===== src/hdl/tcprtt_pkg.sv =====
`timescale 1ns / 1ps
package tcprtt_pkg;

  // field widths
  localparam int SAMPLE_W = 16;
  localparam int MSS_W    = 16;
  localparam int MINTO_W  = 16;
  localparam int THR_W    = 24;
  localparam int OWIN_W   = 24;
  localparam int RTO_W    = 18;
  localparam int SRTT_W   = 20;
  localparam int DEV_W    = 20;

  // internal widths
  localparam int MAG_W  = 18;  // |sample - srtt/8|
  localparam int TMP_W  = 21;  // dev + mag, srtt/4 + dev
  localparam int PROD_W = 32;  // mss * mss, and the quotient
  localparam int CNT_W  = 5;   // one step per quotient bit

  // configuration port
  localparam int CFG_IDX_W  = 2;
  localparam int CFG_DATA_W = 24;

  typedef enum logic [CFG_IDX_W-1:0] {
    REG_MIN_TIMEOUT = 2'd0,
    REG_MSS         = 2'd1,
    REG_INIT_WINDOW = 2'd2
  } cfg_reg_t;

  localparam logic [MINTO_W-1:0] MIN_TIMEOUT_RST = 16'd50;
  localparam logic [MSS_W-1:0]   MSS_RST         = 16'd536;
  localparam logic [OWIN_W-1:0]  INIT_WINDOW_RST = 24'd536;

  localparam logic [SRTT_W-1:0] SRTT_MAX = '1;
  localparam logic [DEV_W-1:0]  DEV_MAX  = '1;
  localparam logic [RTO_W-1:0]  RTO_MAX  = '1;

  typedef enum logic {
    ALU_ADD,
    ALU_SUB
  } alu_op_t;

  typedef enum logic [3:0] {
    S_IDLE,
    S_DLT,
    S_DNEG,
    S_SRTT,
    S_DEV1,
    S_DEV2,
    S_RTO1,
    S_RTO2,
    S_WCMP,
    S_MUL,
    S_DIV,
    S_WADD,
    S_EMIT
  } seq_state_t;

endpackage


===== src/hdl/tcprtt_if.sv =====
`timescale 1ns / 1ps
interface tcprtt_in_if import tcprtt_pkg::*; ();
  logic                valid;
  logic                ready;
  logic [SAMPLE_W-1:0] rtt_sample;
  logic                sample_valid;
  logic                retransmitting;
  logic [THR_W-1:0]    slow_start_threshold;

  modport source (
    output valid, rtt_sample, sample_valid, retransmitting, slow_start_threshold,
    input  ready
  );
  modport sink (
    input  valid, rtt_sample, sample_valid, retransmitting, slow_start_threshold,
    output ready
  );
endinterface

interface tcprtt_out_if import tcprtt_pkg::*; ();
  logic              valid;
  logic              ready;
  logic [RTO_W-1:0]  timeout_ticks;
  logic [OWIN_W-1:0] window_bytes;
  logic [SRTT_W-1:0] smoothed_rtt_x8;
  logic [DEV_W-1:0]  rtt_deviation_x4;

  modport source (
    output valid, timeout_ticks, window_bytes, smoothed_rtt_x8, rtt_deviation_x4,
    input  ready
  );
  modport sink (
    input  valid, timeout_ticks, window_bytes, smoothed_rtt_x8, rtt_deviation_x4,
    output ready
  );
endinterface


===== src/hdl/tcprtt_alu.sv =====
`timescale 1ns / 1ps
// Shared add/subtract unit; top bit is carry out or borrow.
module tcprtt_alu import tcprtt_pkg::*; #(
  parameter int W = 33
) (
  input  alu_op_t      op,
  input  logic [W-1:0] a,
  input  logic [W-1:0] b,
  output logic [W:0]   res
);

  assign res = (op == ALU_SUB) ? ({1'b0, a} - {1'b0, b}) : ({1'b0, a} + {1'b0, b});

endmodule


===== src/hdl/tcp_rtt_and_cwnd_update_top.sv =====
`timescale 1ns / 1ps
// RTT estimator and congestion window update, one acknowledgement per transfer.
// in_chan carries an ack event (sample, sample flag, retransmit flag, ssthresh);
// in_chan.ready is high only while the sequencer is idle. Each event gives
// exactly one result on out_chan: timeout, window, srtt*8 and deviation*4.
// The cfg port writes min timeout, MSS and initial window; the user must do
// so only while idle (the block does not enforce it). Before the first event
// a min timeout or initial window write also loads the live timeout/window.
// The shortest path is an event with no sample that stays in slow start; the
// longest has a sample and is in congestion avoidance. The longest is set by
// the mss*mss/cwnd division, one quotient bit per cycle through the single
// shared add/sub unit, which also carries the 6 or 7 estimator steps. A new
// event is taken only after the last one has reached the output register.
// Reset (synchronous, active low) clears srtt and deviation, loads the timeout
// with 50 and the window with 536, and restores register defaults.
// The result sits in an output register: a new event may be taken while it
// waits, but a stalled receiver holds the sequencer in its final step.
module tcp_rtt_and_cwnd_update_top import tcprtt_pkg::*; #(
  parameter int WINDOW_BITS = 24
) (
  input  logic                  clk,
  input  logic                  rst_n,
  input  logic                  cfg_we,
  input  logic [CFG_IDX_W-1:0]  cfg_index,
  input  logic [CFG_DATA_W-1:0] cfg_data,
  tcprtt_in_if.sink             in_chan,
  tcprtt_out_if.source          out_chan
);

  // window held wide enough for both the limit and a loaded initial window
  localparam int CW_W  = (WINDOW_BITS > OWIN_W) ? WINDOW_BITS : OWIN_W;
  localparam int ALU_W = ((CW_W > PROD_W) ? CW_W : PROD_W) + 1;
  localparam logic [CW_W-1:0] WIN_LIM = CW_W'((64'd1 << WINDOW_BITS) - 64'd1);

  // control and architectural state
  seq_state_t           state_r, state_nxt;
  logic                 started_r, started_nxt;
  logic [MINTO_W-1:0]   min_to_r, min_to_nxt;
  logic [MSS_W-1:0]     mss_r, mss_nxt;
  logic [OWIN_W-1:0]    init_win_r, init_win_nxt;
  logic [SRTT_W-1:0]    srtt_r, srtt_nxt;
  logic [DEV_W-1:0]     dev_r, dev_nxt;
  logic [RTO_W-1:0]     rto_r, rto_nxt;
  logic [CW_W-1:0]      cwnd_r, cwnd_nxt;
  logic [CNT_W-1:0]     div_cnt_r, div_cnt_nxt;
  logic                 out_valid_r, out_valid_nxt;

  // working registers
  logic [SAMPLE_W-1:0]  sample_r, sample_nxt;
  logic [THR_W-1:0]     thresh_r, thresh_nxt;
  logic [MAG_W-1:0]     mag_r, mag_nxt;
  logic                 neg_r, neg_nxt;
  logic [TMP_W-1:0]     tmp_r, tmp_nxt;
  logic [PROD_W-1:0]    prod_r, prod_nxt;
  logic [CW_W-1:0]      rem_r, rem_nxt;

  // result register
  logic [RTO_W-1:0]     o_rto_r, o_rto_nxt;
  logic [OWIN_W-1:0]    o_win_r, o_win_nxt;
  logic [SRTT_W-1:0]    o_srtt_r, o_srtt_nxt;
  logic [DEV_W-1:0]     o_dev_r, o_dev_nxt;

  // shared unit
  alu_op_t              alu_op;
  logic [ALU_W-1:0]     alu_a, alu_b;
  logic [ALU_W:0]       alu_res;
  logic                 borrow;

  logic                 in_xfer;
  logic [PROD_W-1:0]    mss_sq;
  logic [TMP_W-2:0]     rto_half;

  tcprtt_alu #(.W(ALU_W)) u_alu (
    .op  (alu_op),
    .a   (alu_a),
    .b   (alu_b),
    .res (alu_res)
  );

  assign borrow   = alu_res[ALU_W];
  assign in_xfer  = in_chan.valid & in_chan.ready;
  assign mss_sq   = PROD_W'(mss_r) * PROD_W'(mss_r);
  assign rto_half = tmp_r[TMP_W-1:1];

  assign in_chan.ready             = (state_r == S_IDLE);
  assign out_chan.valid            = out_valid_r;
  assign out_chan.timeout_ticks    = o_rto_r;
  assign out_chan.window_bytes     = o_win_r;
  assign out_chan.smoothed_rtt_x8  = o_srtt_r;
  assign out_chan.rtt_deviation_x4 = o_dev_r;

  always_comb begin
    state_nxt     = state_r;
    started_nxt   = started_r;
    min_to_nxt    = min_to_r;
    mss_nxt       = mss_r;
    init_win_nxt  = init_win_r;
    srtt_nxt      = srtt_r;
    dev_nxt       = dev_r;
    rto_nxt       = rto_r;
    cwnd_nxt      = cwnd_r;
    div_cnt_nxt   = div_cnt_r;
    out_valid_nxt = out_valid_r;
    sample_nxt    = sample_r;
    thresh_nxt    = thresh_r;
    mag_nxt       = mag_r;
    neg_nxt       = neg_r;
    tmp_nxt       = tmp_r;
    prod_nxt      = prod_r;
    rem_nxt       = rem_r;
    o_rto_nxt     = o_rto_r;
    o_win_nxt     = o_win_r;
    o_srtt_nxt    = o_srtt_r;
    o_dev_nxt     = o_dev_r;
    alu_op        = ALU_ADD;
    alu_a         = '0;
    alu_b         = '0;

    if (out_valid_r && out_chan.ready) begin
      out_valid_nxt = 1'b0;
    end

    // config writes; before the first event they also seed live state
    if (cfg_we) begin
      unique case (cfg_index)
        REG_MIN_TIMEOUT: begin
          min_to_nxt = cfg_data[MINTO_W-1:0];
          if (!started_r) begin
            rto_nxt = RTO_W'(cfg_data[MINTO_W-1:0]);
          end
        end
        REG_MSS: begin
          mss_nxt = cfg_data[MSS_W-1:0];
        end
        REG_INIT_WINDOW: begin
          init_win_nxt = cfg_data[OWIN_W-1:0];
          if (!started_r) begin
            cwnd_nxt = CW_W'(cfg_data[OWIN_W-1:0]);
          end
        end
        default: begin
        end
      endcase
    end

    unique case (state_r)
      S_IDLE: begin
        if (in_xfer) begin
          started_nxt = 1'b1;
          sample_nxt  = in_chan.rtt_sample;
          thresh_nxt  = in_chan.slow_start_threshold;
          if (in_chan.sample_valid && !in_chan.retransmitting) begin
            // prime with the first sample
            if (srtt_r == '0) begin
              srtt_nxt = SRTT_W'({in_chan.rtt_sample, 3'b000});
            end
            state_nxt = S_DLT;
          end else begin
            state_nxt = S_WCMP;
          end
        end
      end
      S_DLT: begin
        alu_op = ALU_SUB;
        alu_a  = ALU_W'(sample_r);
        alu_b  = ALU_W'(srtt_r >> 3);
        if (borrow) begin
          state_nxt = S_DNEG;
        end else begin
          mag_nxt   = alu_res[MAG_W-1:0];
          neg_nxt   = 1'b0;
          state_nxt = S_SRTT;
        end
      end
      S_DNEG: begin
        alu_op    = ALU_SUB;
        alu_a     = ALU_W'(srtt_r >> 3);
        alu_b     = ALU_W'(sample_r);
        mag_nxt   = alu_res[MAG_W-1:0];
        neg_nxt   = 1'b1;
        state_nxt = S_SRTT;
      end
      S_SRTT: begin
        alu_op = neg_r ? ALU_SUB : ALU_ADD;
        alu_a  = ALU_W'(srtt_r);
        alu_b  = ALU_W'(mag_r);
        if (neg_r && borrow) begin
          srtt_nxt = '0;
        end else if (alu_res > (ALU_W+1)'(SRTT_MAX)) begin
          srtt_nxt = SRTT_MAX;
        end else begin
          srtt_nxt = alu_res[SRTT_W-1:0];
        end
        state_nxt = S_DEV1;
      end
      S_DEV1: begin
        alu_a     = ALU_W'(dev_r);
        alu_b     = ALU_W'(mag_r);
        tmp_nxt   = alu_res[TMP_W-1:0];
        state_nxt = S_DEV2;
      end
      S_DEV2: begin
        alu_op = ALU_SUB;
        alu_a  = ALU_W'(tmp_r);
        alu_b  = ALU_W'(dev_r >> 2);
        if (borrow) begin
          dev_nxt = '0;
        end else if (alu_res > (ALU_W+1)'(DEV_MAX)) begin
          dev_nxt = DEV_MAX;
        end else begin
          dev_nxt = alu_res[DEV_W-1:0];
        end
        state_nxt = S_RTO1;
      end
      S_RTO1: begin
        alu_a     = ALU_W'(srtt_r >> 2);
        alu_b     = ALU_W'(dev_r);
        tmp_nxt   = alu_res[TMP_W-1:0];
        state_nxt = S_RTO2;
      end
      S_RTO2: begin
        // clamp below by min timeout, then to field width
        alu_op = ALU_SUB;
        alu_a  = ALU_W'(rto_half);
        alu_b  = ALU_W'(min_to_r);
        if (borrow) begin
          rto_nxt = RTO_W'(min_to_r);
        end else if (rto_half > (TMP_W-1)'(RTO_MAX)) begin
          rto_nxt = RTO_MAX;
        end else begin
          rto_nxt = RTO_W'(rto_half);
        end
        state_nxt = S_WCMP;
      end
      S_WCMP: begin
        alu_op = ALU_SUB;
        alu_a  = ALU_W'(cwnd_r);
        alu_b  = ALU_W'(thresh_r);
        if (borrow) begin
          prod_nxt  = PROD_W'(mss_r);
          state_nxt = S_WADD;
        end else if (cwnd_r == '0) begin
          prod_nxt  = '0;
          state_nxt = S_WADD;
        end else begin
          state_nxt = S_MUL;
        end
      end
      S_MUL: begin
        prod_nxt    = mss_sq;
        rem_nxt     = '0;
        div_cnt_nxt = '0;
        state_nxt   = S_DIV;
      end
      S_DIV: begin
        // restoring division, quotient shifts in behind the dividend
        alu_op = ALU_SUB;
        alu_a  = ALU_W'({rem_r, prod_r[PROD_W-1]});
        alu_b  = ALU_W'(cwnd_r);
        if (borrow) begin
          rem_nxt = {rem_r[CW_W-2:0], prod_r[PROD_W-1]};
        end else begin
          rem_nxt = alu_res[CW_W-1:0];
        end
        prod_nxt    = {prod_r[PROD_W-2:0], ~borrow};
        div_cnt_nxt = div_cnt_r + CNT_W'(1);
        if (div_cnt_r == CNT_W'(PROD_W-1)) begin
          state_nxt = S_WADD;
        end
      end
      S_WADD: begin
        alu_a = ALU_W'(cwnd_r);
        alu_b = ALU_W'(prod_r);
        if (alu_res > (ALU_W+1)'(WIN_LIM)) begin
          cwnd_nxt = WIN_LIM;
        end else begin
          cwnd_nxt = alu_res[CW_W-1:0];
        end
        state_nxt = S_EMIT;
      end
      S_EMIT: begin
        if (!out_valid_r || out_chan.ready) begin
          o_rto_nxt     = rto_r;
          o_win_nxt     = cwnd_r[OWIN_W-1:0];
          o_srtt_nxt    = srtt_r;
          o_dev_nxt     = dev_r;
          out_valid_nxt = 1'b1;
          state_nxt     = S_IDLE;
        end
      end
      default: begin
        state_nxt = S_IDLE;
      end
    endcase
  end

  always_ff @(posedge clk) begin
    if (!rst_n) begin
      state_r     <= S_IDLE;
      started_r   <= 1'b0;
      min_to_r    <= MIN_TIMEOUT_RST;
      mss_r       <= MSS_RST;
      init_win_r  <= INIT_WINDOW_RST;
      srtt_r      <= '0;
      dev_r       <= '0;
      rto_r       <= RTO_W'(MIN_TIMEOUT_RST);
      cwnd_r      <= CW_W'(INIT_WINDOW_RST);
      div_cnt_r   <= '0;
      out_valid_r <= 1'b0;
    end else begin
      state_r     <= state_nxt;
      started_r   <= started_nxt;
      min_to_r    <= min_to_nxt;
      mss_r       <= mss_nxt;
      init_win_r  <= init_win_nxt;
      srtt_r      <= srtt_nxt;
      dev_r       <= dev_nxt;
      rto_r       <= rto_nxt;
      cwnd_r      <= cwnd_nxt;
      div_cnt_r   <= div_cnt_nxt;
      out_valid_r <= out_valid_nxt;
    end
  end

  always_ff @(posedge clk) begin
    sample_r <= sample_nxt;
    thresh_r <= thresh_nxt;
    mag_r    <= mag_nxt;
    neg_r    <= neg_nxt;
    tmp_r    <= tmp_nxt;
    prod_r   <= prod_nxt;
    rem_r    <= rem_nxt;
    o_rto_r  <= o_rto_nxt;
    o_win_r  <= o_win_nxt;
    o_srtt_r <= o_srtt_nxt;
    o_dev_r  <= o_dev_nxt;
  end

`ifndef ASSERT_OFF
  // a result is only ever raised from the final step
  a_valid_from_emit: assert property (@(posedge clk) disable iff (!rst_n)
    $rose(out_valid_r) |-> $past(state_r == S_EMIT))
    else $error("out valid raised outside final step");

  // window update never leaves the window above its limit
  a_win_bound: assert property (@(posedge clk) disable iff (!rst_n)
    (state_r == S_WADD) |=> (cwnd_r <= WIN_LIM))
    else $error("window above limit after update");

  // division runs exactly one step per quotient bit
  a_div_len: assert property (@(posedge clk) disable iff (!rst_n)
    (state_r == S_DIV && div_cnt_r == CNT_W'(PROD_W-1)) |=> (state_r == S_WADD))
    else $error("division did not finish after last quotient bit");

  // srtt moves only when priming on a transfer or in its update step
  a_srtt_src: assert property (@(posedge clk) disable iff (!rst_n)
    ($past(rst_n) && !$stable(srtt_r)) |->
      ($past(state_r == S_SRTT) || $past(in_chan.valid && in_chan.ready)))
    else $error("srtt changed outside its update");
`endif

endmodule


===== src/flat_wrapper.sv =====
// flat-port wrapper written by rule: the top's interface ports become plain ports
module tcp_rtt_and_cwnd_update_top_flat import tcprtt_pkg::*;
#(
  parameter int WINDOW_BITS = 24
)
  (clk, rst_n, cfg_we, cfg_index, cfg_data, in_chan_valid, in_chan_rtt_sample, in_chan_sample_valid, in_chan_retransmitting, in_chan_slow_start_threshold, in_chan_ready, out_chan_valid, out_chan_timeout_ticks, out_chan_window_bytes, out_chan_smoothed_rtt_x8, out_chan_rtt_deviation_x4, out_chan_ready);
  tcprtt_in_if in_chan_i ();
  tcprtt_out_if out_chan_i ();
  input  logic clk;
  input  logic rst_n;
  input  logic cfg_we;
  input  logic [CFG_IDX_W-1:0] cfg_index;
  input  logic [CFG_DATA_W-1:0] cfg_data;
  input wire logic [$bits(in_chan_i.valid)-1:0] in_chan_valid;
  input wire logic [$bits(in_chan_i.rtt_sample)-1:0] in_chan_rtt_sample;
  input wire logic [$bits(in_chan_i.sample_valid)-1:0] in_chan_sample_valid;
  input wire logic [$bits(in_chan_i.retransmitting)-1:0] in_chan_retransmitting;
  input wire logic [$bits(in_chan_i.slow_start_threshold)-1:0] in_chan_slow_start_threshold;
  output wire logic [$bits(in_chan_i.ready)-1:0] in_chan_ready;
  output wire logic [$bits(out_chan_i.valid)-1:0] out_chan_valid;
  output wire logic [$bits(out_chan_i.timeout_ticks)-1:0] out_chan_timeout_ticks;
  output wire logic [$bits(out_chan_i.window_bytes)-1:0] out_chan_window_bytes;
  output wire logic [$bits(out_chan_i.smoothed_rtt_x8)-1:0] out_chan_smoothed_rtt_x8;
  output wire logic [$bits(out_chan_i.rtt_deviation_x4)-1:0] out_chan_rtt_deviation_x4;
  input wire logic [$bits(out_chan_i.ready)-1:0] out_chan_ready;
  assign in_chan_i.valid = in_chan_valid;
  assign in_chan_i.rtt_sample = in_chan_rtt_sample;
  assign in_chan_i.sample_valid = in_chan_sample_valid;
  assign in_chan_i.retransmitting = in_chan_retransmitting;
  assign in_chan_i.slow_start_threshold = in_chan_slow_start_threshold;
  assign in_chan_ready = in_chan_i.ready;
  assign out_chan_valid = out_chan_i.valid;
  assign out_chan_timeout_ticks = out_chan_i.timeout_ticks;
  assign out_chan_window_bytes = out_chan_i.window_bytes;
  assign out_chan_smoothed_rtt_x8 = out_chan_i.smoothed_rtt_x8;
  assign out_chan_rtt_deviation_x4 = out_chan_i.rtt_deviation_x4;
  assign out_chan_i.ready = out_chan_ready;
  tcp_rtt_and_cwnd_update_top #(.WINDOW_BITS(WINDOW_BITS)) u_core (.clk(clk), .rst_n(rst_n), .cfg_we(cfg_we), .cfg_index(cfg_index), .cfg_data(cfg_data), .in_chan(in_chan_i), .out_chan(out_chan_i));
endmodule

===== config.mk =====
export PLATFORM = sky130hd
export DESIGN_NAME = tcp_rtt_and_cwnd_update_top_flat
export DESIGN_NICKNAME = d
export VERILOG_FILES = /design/src/hdl/tcprtt_pkg.sv /design/src/hdl/tcprtt_if.sv /design/src/hdl/tcprtt_alu.sv /design/src/hdl/tcp_rtt_and_cwnd_update_top.sv /design/src/flat_wrapper.sv
export SDC_FILE = /design/constraint.sdc
export NUM_CORES = 1
export LEC_CHECK = 0
export BUFFER_PORTS_ARGS = -buffer_cell sky130_fd_sc_hd__clkbuf_2
export CAP_MARGIN = 20
export CELL_PAD_IN_SITES_DETAIL_PLACEMENT = 1
export CELL_PAD_IN_SITES_GLOBAL_PLACEMENT = 1
export CORE_MARGIN = 2
export CORE_UTILIZATION = 40
export DETAILED_ROUTE_END_ITERATION = 12
export PLACE_DENSITY = 0.79
export SYNTH_ARGS = -nofsm -noshare
export SYNTH_HDL_FRONTEND = slang
export SYNTH_SLANG_ARGS = --single-unit

===== constraint.sdc =====
create_clock -name clk -period 32.6 [get_ports clk]
set_clock_uncertainty 0.2 [all_clocks]
set_input_delay 9.78 -clock clk [delete_from_list [all_inputs] [get_ports clk]]
set_output_delay 9.78 -clock clk [all_outputs]
set_load 0.01 [all_outputs]

==> summary.txt <==
Status
  • Status: complete, no violations

GRT
  • Total GRT Usage: 28.9%
  • Largest net degree at the start of global routing: 76
  • Antenna violations before repair: 6
  • First-pass GRT wire length: 141 mm
  • Number of global-route vias before repair: 22600
  • GRT overflow: 0

Floorplanning
  • DIE AREA: 0.0642 mm^2
  • Placeable Area: 0.0616 mm^2
  • Initial Utilization: 40.4%
  • Height of the die: 253 um
  • Die width: 253 um
  • Row cnt: 91
  • Ports: 157

Clock network
  • Num Clock Sinks: 343
  • Post-CTS setup buffer count: 0
  • CTS Root Cell: clkbuf_16
  • CTS tree: yes
  • H-tree depth: 2
  • Max Root-Sink Buffers: 3
  • Clock slew at reported path FFs: 0.06 ns
  • CTS resizes: 0
  • Skew-Pair Late Insertion Delay: 0.57 ns
  • Cts hold-fix bufs: 0
  • CTS buffer count: 39

Pwr
  • Internal power: 1190 uW
  • Psw: 1150 uW
  • Sw Ratio: 49.1%
  • Clock network fraction of design power: 19.3%
  • Combinational share of power: 51.9%
  • Register share of total power: 28.9%
  • Final Power: 2340 uW
  • Pwr Density: 84.1 mW/mm^2
  • VDD IR max: 0.100 mV
  • Leakage: 0.0121 uW

Timing
  • Slew Limit Fails: 0
  • TNS Setup: 0 ns
  • Min Tclk post-route: 11.83 ns
  • Final Hold Fails: 0
  • Tightest Pin Transition: 1.08 ns
  • FMAX: 0.0845 GHz
  • Worst relative slew slack: 27.4%
  • Final setup violation count: 0
  • RSZ-0062 raised after global routing: no
  • Final period util: 36.3%

Logic synthesis
  • Async SR Flop Fraction: 0%
  • Number of enable flip-flop cells after synthesis: 218
  • Most used DFF post-synth: edfxtp_1
  • Largest cells by area after synthesis: edfxtp_1, fa_1, dfxtp_1
  • Cell area after synthesis: 0.0249 mm^2
  • Yosys Warn Count: 0
  • Syn nets: 2994
  • Synth top area share: 26.3%
  • Cells after Synth: 2601
  • Part of the Yosys area used for sequential elements: 36.4%
  • Seq cells post-synth: 343
  • Average size of a mapped cell: 9.57 um^2
  • Synth area leader: edfxtp_1
  • Synth cell types: 91

Setup path
  • Worst path required time: 22.62 ns
  • CP bufs+invs: 2
  • Slowest cell on the critical path: dfxtp_1
  • RR Endpoint: u_core.prod_r[30]
  • Crit path largest cell delay: 0.73 ns
  • Worst path top cell family by delay: flip-flops
  • CP startpoint kind: flip-flop
  • CP Capture Type: primary output
  • Arr. time, crit path: 1.85 ns
  • Critical path startpoint: u_core.state_r[0]
  • R2r worst-path depth: 20
  • Setup slack, reg-to-reg: 24.65 ns
  • CP Cell Sequence: nor2_1 -> nand2_1 -> inv_1 -> clkbuf_2
  • Max FO, Critical Path: 16
  • CP Class: flip-flop to primary output
  • Levels on crit path: 4
  • Reg2Reg Launch Point: u_core.mss_r[4]
  • CP endpoint: in_chan_ready

Finish
  • Layout cells sized above 1: 11.6%
  • Total Nets Final: 3083
  • Layout Area Growth over Synthesis: 11.9%

Placement
  • Port bufs: 156
  • HPWL Detailed: 70.3 mm
  • Gpl congestion: 0.980

Routing
  • Remaining DRCs: 0
  • Via count: 21600
  • WL final: 93.0 mm
  • Via/cell ratio: 6.08
  • Post-route ant nets: 0
  • DR WL/cell: 26.1 um
  • Initial DRC count: 2462
  • TritonRoute pass-1 iters: 6

Run
  • MaxCap Viol Count: 0

Worst hold path
  • HP Class: flip-flop to flip-flop
[sequential cells by signal, summed over array words and instances, names as in the netlist, 4 cells and up]
signal,flops
u_core.cwnd_r,24
u_core.dev_r,20
u_core.div_cnt_r,5
u_core.mag_r,18
u_core.min_to_r,16
u_core.mss_r,16
u_core.out_chan.rtt_deviation_x4,20
u_core.out_chan.smoothed_rtt_x8,20
u_core.out_chan.timeout_ticks,18
u_core.out_chan.window_bytes,24
u_core.prod_r,32
u_core.rem_r,24
u_core.rto_r,18
u_core.sample_r,16
u_core.srtt_r,20
u_core.state_r,4
u_core.thresh_r,24
u_core.tmp_r,21
[worst reg2reg max path, cell delays in order (launching register included)]
cell and delay (ns):
dfxtp_1 0.92, inv_1 0.42, nor2_1 0.29, inv_1 0.10, fa_1 0.54, inv_1 0.06, fa_1 0.44, fa_1 0.55
fa_1 0.45, fa_1 0.54, inv_1 0.05, fa_1 0.52, inv_1 0.04, ha_1 0.37, a21o_1 0.22, o41ai_1 0.59
o21ai_1 0.35, a31oi_1 0.38, a211oi_1 0.16, or4b_1 0.51, nand3_1 0.08
[cells in the mapped netlist, drive strengths merged, types with 17 or more instances]
| library cell | instances |
|---|---|
| inv | 319 |
| nand2 | 309 |
| edfxtp | 218 |
| fa | 168 |
| nor2 | 157 |
| ha | 152 |
| a21oi | 131 |
| dfxtp | 125 |
| o21ai | 120 |
| clkbuf | 117 |
| a22oi | 75 |
| and2 | 57 |
| nor3 | 47 |
| a22o | 45 |
| xnor2 | 41 |
| a221oi | 40 |
| nor4 | 38 |
| nand3 | 36 |
| buf | 33 |
| a211oi | 29 |
| mux2i | 26 |
| a21o | 22 |
| a221o | 20 |
| nand4 | 20 |
| o311ai | 20 |
| a211o | 19 |
| nor2b | 18 |
| nand2b | 17 |
[how the worst min path moves through the flow]
stage                      from                                end  slack (ns)  cells after the start
5_1_grt         u_core.rto_r[6]   u_core.out_chan.timeout_ticks[6]        0.26                      0
3_5_place_dp   u_core.rto_r[17]  u_core.out_chan.timeout_ticks[17]        0.22                      0
2_1_floorplan   u_core.rto_r[0]   u_core.out_chan.timeout_ticks[0]        0.20                      0
3_3_place_gp    u_core.rto_r[3]   u_core.out_chan.timeout_ticks[3]        0.23                      0
4_1_cts         u_core.rto_r[3]   u_core.out_chan.timeout_ticks[3]        0.25                      0
6_report       u_core.rto_r[17]  u_core.out_chan.timeout_ticks[17]        0.25                      0
[per-stage QoR]
| stage | utilization (%) | hold WS (ns) | std cells | worst slack (ns) | area, um^2 |
|---|---|---|---|---|---|
| after floorplan | - | 0.203 | 2601 | 14.10 | 24900 |
| after global placement | 43.0 | 0.227 | 3483 | 20.62 | 26500 |
| after detailed placement | 43.1 | 0.223 | 3484 | 20.51 | 26500 |
| after CTS | 45.2 | 0.252 | 3556 | 20.78 | 27800 |
| after global routing | 45.2 | 0.261 | 3558 | 20.68 | 27900 |
| final | 45.2 | 0.246 | 3559 | 20.77 | 27900 |
[cell type report]
type	instances	area, um^2
Fill cell	7012	33700
Multi-Input combinational cell	1789	14100
Sequential cell	343	9050
Inverter	319	1200
Timing Repair Buffer	198	1120
Clock buffer	55	1110
Tap cell	837	1050
Clock inverter	17	181
Antenna cell	1	2.50
[layout by cell type (no fill, tap or decap), drive strengths merged, types with 47 or more instances in the layout]
master  instances
and2           57
nor2          157
clkbuf        211
a22oi          75
edfxtp        218
nand2         309
nor3           47
o21ai         120
inv           325
dfxtp         125
a21oi         131
ha            152
fa            168
[power by group through the flow]
stage | clock network [uW] | registers (uW) | logic, uW
6_report | 451 | 676 | 1210
5_1_grt | 468 | 678 | 1290
4_1_cts | 455 | 670 | 1180
3_5_place_dp | 0 | 677 | 1170
3_3_place_gp | 0 | 674 | 1140
2_1_floorplan | 0 | 624 | 793
[per-layer routing]
layer / share of wire, % / GRT usage [%] / vias to the layer above
met2: 47 / 48.3 / 1094
met3: 9.4 / 5.83 / 235
met5: 0.074 / 0 / -
met4: 4.4 / 11.8 / 10
li1: - / - / 9351
met1: 39 / 36.6 / 10900
[cell families (layout without fill, tap and decap cells)]
group / Yosys count / in the layout / synth area share [%]
XOR/XNOR: 57 / 57 / 2.01
other: 0 / 1 / 0
buffers and inverters: 469 / 589 / 7.21
flip-flops: 343 / 343 / 36.4
AND/OR/NAND/NOR: 752 / 752 / 14.2
adder cells (fa/ha/maj): 320 / 320 / 21.2
multiplexers: 28 / 28 / 1.14
AO/OA/AOI/OAI: 632 / 632 / 18.0
(Power assumes the default switching activity.)
